`config.mk`:
```
export PLATFORM = sky130hd
export DESIGN_NAME = mpc_ctrl
export DESIGN_NICKNAME = d
export VERILOG_FILES = /design/src/mpc_pkg.sv /design/src/mpc_ctrl.sv
export SDC_FILE = /design/constraint.sdc
export NUM_CORES = 1
export LEC_CHECK = 0
export BUFFER_PORTS_ARGS = -buffer_cell sky130_fd_sc_hd__buf_4
export CAP_MARGIN = 20
export CORE_AREA = 2 2 39 41
export CTS_CLUSTER_SIZE = 25
export DETAILED_ROUTE_END_ITERATION = 12
export DIE_AREA = 0 0 41 43
export MAX_ROUTING_LAYER = met4
export PLACE_DENSITY = 0.66
export RECOVER_POWER = 25
export SYNTH_ARGS = -nofsm -noshare
export SYNTH_HDL_FRONTEND = slang
export SYNTH_SLANG_ARGS = --single-unit
export TNS_END_PERCENT = 5
```
`constraint.sdc`:
```
create_clock -name clk -period 1.5 [get_ports clk]
set_clock_uncertainty 0.05 [all_clocks]
set_input_delay 0.075 -clock clk [delete_from_list [all_inputs] [get_ports clk]]
set_output_delay 0.075 -clock clk [all_outputs]
set_load 0.005 [all_outputs]
```
`src/mpc_pkg.sv`:
```
// Shared constants, register indexes and control/status types for the
// Mandelbrot pixel colorer. No dependencies.
package mpc_pkg;

	// frame size in pixels
	localparam int Width  = 800;
	localparam int Height = 600;

	// Q4.28 coordinates and iteration count
	localparam int CoordW   = 32;
	localparam int FracBits = 28;
	localparam int IterW    = 12;
	localparam int PosW     = 10;
	localparam int ChanW    = 8;
	localparam int WordW    = 32;

	// coordinate map: span (33 bits signed) times position, divided by frame size
	localparam int SpanW    = CoordW + 1;
	localparam int ProdW    = SpanW + PosW + 1;
	localparam int DivW     = 11;
	localparam int SatInW   = ProdW + 2;

	// division by the frame size: two 22-bit digits, each by reciprocal multiply
	// and one correction step
	localparam int HalfW      = ProdW / 2;
	localparam int RecipShift = 41;
	localparam int QestW      = 2 * CoordW - RecipShift;
	localparam int RemW       = DivW + 1;
	localparam logic [CoordW-1:0] RecipWidth  = CoordW'((64'd1 << RecipShift) / Width);
	localparam logic [CoordW-1:0] RecipHeight = CoordW'((64'd1 << RecipShift) / Height);

	// configuration port
	localparam int CfgIdxW = 3;
	localparam logic [CfgIdxW-1:0] RegXMin    = 3'd0;
	localparam logic [CfgIdxW-1:0] RegXMax    = 3'd1;
	localparam logic [CfgIdxW-1:0] RegYMin    = 3'd2;
	localparam logic [CfgIdxW-1:0] RegYMax    = 3'd3;
	localparam logic [CfgIdxW-1:0] RegMaxIter = 3'd4;

	localparam logic signed [CoordW-1:0] XMinRst = -32'sd671088640;
	localparam logic signed [CoordW-1:0] XMaxRst = 32'sd268435456;
	localparam logic signed [CoordW-1:0] YMinRst = -32'sd402653184;
	localparam logic signed [CoordW-1:0] YMaxRst = 32'sd402653184;
	localparam logic [IterW-1:0]         MaxIterRst = 12'd1000;

	typedef struct packed {
		logic accept;      // latch pixel position
		logic sel_y;       // mapping works on the row axis
		logic div_load;    // form product and load the high digit
		logic div_mul;     // register the reciprocal product
		logic div_fix;     // correct the digit, set up the next one
		logic coord_store; // write finished coordinate
		logic z_clear;     // start orbit at zero
		logic mul;         // register the three products
		logic upd;         // advance z and the count
		logic out_load;    // color and load the result register
	} mpc_cmd_t;

	typedef struct packed {
		logic at_limit;
		logic escaped;
	} mpc_sts_t;

endpackage

```
`src/mpc_ctrl.sv`:
```
// Sequencer for the pixel colorer: coordinate division, orbit loop, result
// handoff. Depends on mpc_pkg.
module mpc_ctrl (
	input  logic              clk,
	input  logic              arst_n,
	input  logic              pix_valid,
	output logic              pix_ready,
	output logic              res_valid,
	input  logic              res_ready,
	input  mpc_pkg::mpc_sts_t sts,
	output mpc_pkg::mpc_cmd_t cmd
);
	import mpc_pkg::*;

	localparam logic [2:0] StIdle   = 3'd0;
	localparam logic [2:0] StLoad   = 3'd1;
	localparam logic [2:0] StDivMul = 3'd2;
	localparam logic [2:0] StDivFix = 3'd3;
	localparam logic [2:0] StStore  = 3'd4;
	localparam logic [2:0] StMul    = 3'd5;
	localparam logic [2:0] StUpd    = 3'd6;
	localparam logic [2:0] StFin    = 3'd7;

	logic [2:0] state_q, state_d;
	logic       axis_q, axis_d;
	logic       half_q, half_d;
	logic       res_valid_q, res_valid_d;

	assign pix_ready = (state_q == StIdle);
	assign res_valid = res_valid_q;

	always_comb begin
		state_d = state_q;
		axis_d  = axis_q;
		half_d  = half_q;
		cmd     = '0;
		cmd.sel_y = axis_q;
		case (state_q)
			StIdle: begin
				if (pix_valid) begin
					cmd.accept = 1'b1;
					axis_d     = 1'b0;
					state_d    = StLoad;
				end
			end
			StLoad: begin
				cmd.div_load = 1'b1;
				half_d       = 1'b0;
				state_d      = StDivMul;
			end
			StDivMul: begin
				cmd.div_mul = 1'b1;
				state_d     = StDivFix;
			end
			StDivFix: begin
				cmd.div_fix = 1'b1;
				if (half_q) begin
					state_d = StStore;
				end else begin
					half_d  = 1'b1;
					state_d = StDivMul;
				end
			end
			StStore: begin
				cmd.coord_store = 1'b1;
				if (axis_q) begin
					cmd.z_clear = 1'b1;
					state_d     = StMul;
				end else begin
					axis_d  = 1'b1;
					state_d = StLoad;
				end
			end
			StMul: begin
				if (sts.at_limit) begin
					state_d = StFin;
				end else begin
					cmd.mul = 1'b1;
					state_d = StUpd;
				end
			end
			StUpd: begin
				if (sts.escaped) begin
					state_d = StFin;
				end else begin
					cmd.upd = 1'b1;
					state_d = StMul;
				end
			end
			StFin: begin
				// wait for the result register to be free
				if (!res_valid_q || res_ready) begin
					cmd.out_load = 1'b1;
					state_d      = StIdle;
				end
			end
			default: state_d = StIdle;
		endcase
	end

	always_comb begin
		res_valid_d = res_valid_q;
		if (cmd.out_load)
			res_valid_d = 1'b1;
		else if (res_ready)
			res_valid_d = 1'b0;
	end

	always_ff @(posedge clk or negedge arst_n) begin
		if (!arst_n) begin
			state_q     <= StIdle;
			axis_q      <= 1'b0;
			half_q      <= 1'b0;
			res_valid_q <= 1'b0;
		end else begin
			state_q     <= state_d;
			axis_q      <= axis_d;
			half_q      <= half_d;
			res_valid_q <= res_valid_d;
		end
	end

endmodule

```
==> metrics.txt, run 1 <==
CTS tree done; Die Y 43 um; global-route wire length before repair 1.17 mm; clock share of power 14.0%; P_int 0.636 mW; RSZ-0062 raised after global routing false; M2 GR Usage 13.8%; GRT Total Usage 10.8%; Worst Setup EP cmd[5]; port buffer count 17; Logic pwr share 47.1%; Setup crit end kind output port; startpoint types flip-flop; Slew @ Worst Pin 0.340 ns; worst hold path type primary input to flip-flop; GR Util met3 1.57%; Die Span X 41 um; WL per Instance 10.7 um; Net Count, Synth 51; Critical R2R Capture axis_q$_DFFE_PN0P_; worst hold slack 0.109 ns; area occupied by multi-input gates 201 um2; Yosys cell types 24; io pins 18; num rows 14; syn_area_per_cell 9.09 um2; pre-CTS setup slack 0.287 ns; die area 1760 um2; Synth Instances 45; TritonCTS Sinks 6; power density over the cells 1920 nW/um2; Reg2Reg Depth 3; Final Setup Violations 0; Slew headroom 77.3%; Clock Path Buffers 2; maximum VDD drop 0.817 mV; core region area 1380 um2; Post-CTS Setup Inserts 0; fin crit period 1.37 ns; Root Buffer clkbuf_4; period utilization 91.7%; initial antenna violation count 0; drt initial violations 2; top_reg_cell synth dfrtp_1; effective utilization at floorplan 29.6%; Skew-Pair Late Insertion Delay 0.24 ns; Finished Layout Cells 75; number of global-route vias before repair 294; Vias per Instance 4.35; status finished, final reports clean; gpl congestion 0.722; post-place instance area 503 um2; CP Data Arrival Time 1.25 ns; final slew viol count 0; Max-Cap Viols 0; met1 Use GR 12.9%; NetSw 0.389 mW; drt first pass iters 3; setup TNS 0 ns; final instance area 534 um2; DRC errors left 0; Seq pwr share 38.9%; sequential share of the synthesized area 36.7%; R2R Setup Slk 0.33 ns; Yosys Warn Count 0; Routed Antenna Nets 0; CTS clk-pin slew, worst paths 0.04 ns; layout cell share with drive strength beyond 1 42.4%; post-DP HPWL 615 um; GR peak layer met2; worst r2r src state_q[2]$_DFFE_PN0P_; CP startpoint state_q[2]$_DFFE_PN0P_; Nets 67; DR vias 326; CP Data Required Time 1.37 ns; Final WS setup 0.125 ns; switching portion of total power 38.0%; post-synth design cell area 409 um2; Sequential Area 153 um2; placed cells 71; Hold Fails Final Rpt 0; share of the synthesized area in the top cell type 36.7%; Post-synth top cells dfrtp_1 (6), buf_4 (5); Leak 0.273 nW; Syn-to-layout area delta 30.6%; TritonCTS buffer count 3; number of fill cells 140; WL final 800 um; n_diodes 0; Post-synth EDFFs 0; H-tree depth 1; largest net degree at the start of global routing 17; final core utilization 38.6%; crit path kind flip-flop to output port; main area contributors after synthesis dfrtp_1 (37%), buf_4 (9.2%), nor3_2 (4.9%), nor2b_1 (4.6%), a21oi_1 (3.7%); Final Power 1.03 mW; async set or reset register ratio after synthesis 100%; maximum clock frequency 727 MHz; number of synthesized register bits 6; largest area contributor in the synthesized netlist dfrtp_1; count leader, synth dfrtp_1; crit path max fanout 13; grt total ovfl 0
what timing repair did:
item | CTS | global route
hold buffers | 1 | 0
gates resized for setup | 0 | 2
endpoints found under the setup margin | 0 | 3
hold endpoints to repair | 6 | 0
layer usage:
layer	vias up	routed length (um)
li1	177	-
met1	134	370
met2	15	348
met3	0	81
met4	0	0
met5	-	0
power by group through the flow:
stage          Clock, mW  Sequential (mW)  Combinational, mW
2_1_floorplan          0            0.301              0.459
5_1_grt            0.160            0.423              0.544
3_3_place_gp           0            0.392              0.488
4_1_cts            0.153            0.393              0.495
3_5_place_dp           0            0.395              0.491
6_report           0.143            0.399              0.484
cell families after synthesis:
logic type / Yosys count / share of synthesized area (%)
multiplexers: 1 / 2.45
AO/OA/AOI/OAI: 9 / 15.3
AND/OR/NAND/NOR: 21 / 31.5
buffers and inverters: 8 / 14.1
flip-flops: 6 / 36.7
sequential cells by signal, indices dropped and copies added, names as in the netlist:
| register | flops |
|---|---|
| state_q | 3 |
| axis_q | 1 |
| half_q | 1 |
| res_valid | 1 |
cell type report:
class	count	share of cell area, %
Multi-Input combinational cell	31	37.7
Sequential cell	6	28.6
Timing Repair Buffer	18	25.1
Clock buffer	3	4.22
Tap cell	16	3.75
Inverter	1	0.703
layout by cell type, fill, tap and decap left out, types with 2 or more instances in the layout:
master and n:
buf_4 16, nand2b_1 2, nor2_1 3, dfrtp_1 4, nand2_1 3, dfrtp_2 2
a21o_1 2, and2_1 2, clkbuf_4 3, nor2b_1 3, a21oi_1 3, nor3_2 2
worst max-delay path, cell delays in order (launching register included):
cell     delay, ns
dfrtp_1       0.49
nor2b_1       0.23
and2_1        0.17
buf_4         0.11
worst min-delay path by stage:
stage / from / end / slack (ns) / cells after the start
2_1_floorplan: arst_n / axis_q$_DFFE_PN0P_ / -0.27 / 0
3_3_place_gp: arst_n / half_q$_DFFE_PN0P_ / -0.17 / 1
3_5_place_dp: arst_n / half_q$_DFFE_PN0P_ / -0.16 / 1
4_1_cts: arst_n / state_q[0]$_DFFE_PN0P_ / 0.11 / 2
5_1_grt: pix_valid / axis_q$_DFFE_PN0P_ / 0.13 / 3
6_report: sts[1] / state_q[0]$_DFFE_PN0P_ / 0.11 / 3
Note: power is estimated with default switching activity, not from simulation.
==> run 2, diff against run 1 <==
==> constraint.sdc (replaced) <==
create_clock -name clk -period 1.5 [get_ports clk]
set_clock_uncertainty 0.05 [all_clocks]
set_input_delay 0.15 -clock clk [delete_from_list [all_inputs] [get_ports clk]]
set_output_delay 0.15 -clock clk [all_outputs]
set_load 0.005 [all_outputs]
==> run 2 against run 1 <==
Compared with the run above:
- flip-flop and latch count unchanged
- first-iteration DRC count rose by 50%
- largest power group unchanged
- register-to-register slack improved by 0.04 ns
- core utilization is 0.27 points higher
- largest cell class unchanged
- combinational power barely moved
- final area is 0.70% higher
- global-route usage rose by 0.21 points
- clock power about the same
- total power grew 0.37%
==> metrics.txt, run 2 (synthesis results as in run 1) <==
Slew headroom 80.1% (+2.7 points); max reg flops 3 (unchanged); Root Buffer clkbuf_4; num rows 14 (unchanged); core region area 1380 um2 (unchanged); gpl congestion 0.728 (+0.83%); CP Data Arrival Time 1.20 ns (-0.05 ns); Max-Cap Viols 0 (unchanged); met2 wire len 322 um (-7.5%); RSZ-0062 raised after global routing false; pre-CTS setup slack 0.264 ns (-0.0227 ns); worst hold path type primary input to flip-flop; slowest cell on the critical path dfrtp_2; Logic pwr share 47.2% (about the same); port buffer count 17 (unchanged); Syn-to-layout area delta 31.5%; WL final 752 um (-6.0%); NetSw 0.387 mW (-0.74%); die area 1760 um2 (unchanged); drt initial violations 3 (+1); CTS tree done; clock share of power 14.0% (about the same); worst r2r src state_q[1]$_DFFE_PN0P_; CP Data Required Time 1.30 ns (-0.07 ns); Leak 0.273 nW (about the same); WL met1 363 um (-1.9%); n_diodes 0 (unchanged); Seq pwr share 38.8% (about the same); layout cell share with drive strength beyond 1 45.8% (+3.4 points); Detail Route met3 WL 66 um (-19%); Clock Path Buffers 2 (unchanged); crit path kind flip-flop to output port; maximum clock frequency 717 MHz (-1.5%); Die Y 43 um (unchanged); Final WS setup 0.105 ns (-0.0205 ns); effective utilization at floorplan 29.6% (unchanged); startpoint types flip-flop; Top reg by flops state_q; maximum VDD drop 0.671 mV (-18%); WL per Instance 10.0 um (-6.0%); Die Span X 41 um (unchanged); CTS clk-pin slew, worst paths 0.04 ns (about the same); Nets 67 (unchanged); grt total ovfl 0 (unchanged); setup TNS 0 ns (unchanged); Vias per Instance 4.52 (+4.0%); commonest non-fill, non-tap cell in the layout buf_4; io pins 18 (unchanged); max incr delay on CP 0.47 ns (-0.02 ns); post-DP HPWL 614 um (-0.20%); drt first pass iters 2 (-1); TritonCTS Sinks 6 (unchanged); max layer used met3; DR vias 339 (+4.0%); P_int 0.643 mW (+1.1%); Final Power 1.03 mW (+0.37%); H-tree depth 1 (unchanged); number of global-route vias before repair 287 (-2.4%); largest net degree at the start of global routing 17 (unchanged); post-place instance area 503 um2 (unchanged); DRC errors left 0 (unchanged); GRT Total Usage 11.0% (+0.21 points); Hold Fails Final Rpt 0 (unchanged); switching portion of total power 37.5% (-0.42 points); fin crit period 1.40 ns (+0.0205 ns); crit path max fanout 11 (-2); period utilization 93.0% (+1.4 points); min-delay src pix_valid; final instance area 538 um2 (+0.70%); Setup crit end kind output port; global-route wire length before repair 1.23 mm (+5.3%); Slew @ Worst Pin 0.299 ns (-0.0411 ns); Skew-Pair Late Insertion Delay 0.24 ns (about the same); initial antenna violation count 0 (unchanged); TritonCTS buffer count 3 (unchanged); Final Setup Violations 0 (unchanged); final slew viol count 0 (unchanged); CP Cell Sequence nor2b_2 > and2_1 > buf_4; status finished, final reports clean; power density over the cells 1910 nW/um2 (-0.33%); CP startpoint state_q[1]$_DFFE_PN0P_; Routed Antenna Nets 0 (unchanged)
[run 2: final cells by class]
type,count,area (um2)
fillers,152,846
multi-input cells,31,204
flip-flops and latches,6,154
repair buffers,18,134
clock buffers,3,22.5
well taps,16,20.0
inverters,1,3.75
[run 2: worst max-delay path: cells and delay by family (launching register included)]
| kind | cells | cell delay [ns] |
|---|---|---|
| buf+inv | 1 | 0.13 |
| flops | 1 | 0.47 |
| simple gates | 2 | 0.36 |
[run 2: path summary, 6_finish.rpt]
| check | slack [ns] | endpoint | cells after the start |
|---|---|---|---|
| worst min register to register | 0.47 | half_q$_DFFE_PN0P_ | 1 |
| worst min-delay path | 0.18 | axis_q$_DFFE_PN0P_ | 3 |
| max in group asynchronous | 0.90 | state_q[1]$_DFFE_PN0P_ | 2 |
| worst max-delay path | 0.10 | cmd[5] | 3 |
| worst max register to register | 0.37 | half_q$_DFFE_PN0P_ | 3 |
| min in group asynchronous | 0.25 | res_valid$_DFFE_PN0P_ | 2 |
[run 2: power groups by stage]
stage,sequential [mW],combinational [mW],clock [mW]
floorplan,0.301,0.459,0
detailed placement,0.389,0.494,0
finish,0.400,0.486,0.144
global placement,0.390,0.489,0
CTS,0.392,0.496,0.151
global route,0.432,0.551,0.163
[run 2: layer usage]
metal	GRT usage, %	vias up
li1	-	175
met1	14.9	147
met2	12.5	17
met3	3.14	0
met4	10.0	0
met5	-	-
[run 2: timing repair]
action | CTS | global route
hold endpoints to repair | 6 | 0
gates cloned | 0 | 0
hold buffers | 1 | 0
buffers inserted | 0 | 0
resized for setup | 1 | 3
setup endpoints to repair | 1 | 6
[run 2: stage by stage]
step / instances / util (%) / hold WS, ns
5_1_grt: 75 / 38.9 / 0.200
6_report: 75 / 38.9 / 0.182
3_5_place_dp: 71 / 36.3 / -0.0902
2_1_floorplan: 45 / - / -0.196
4_1_cts: 75 / 38.8 / 0.180
3_3_place_gp: 71 / 36.3 / -0.0918
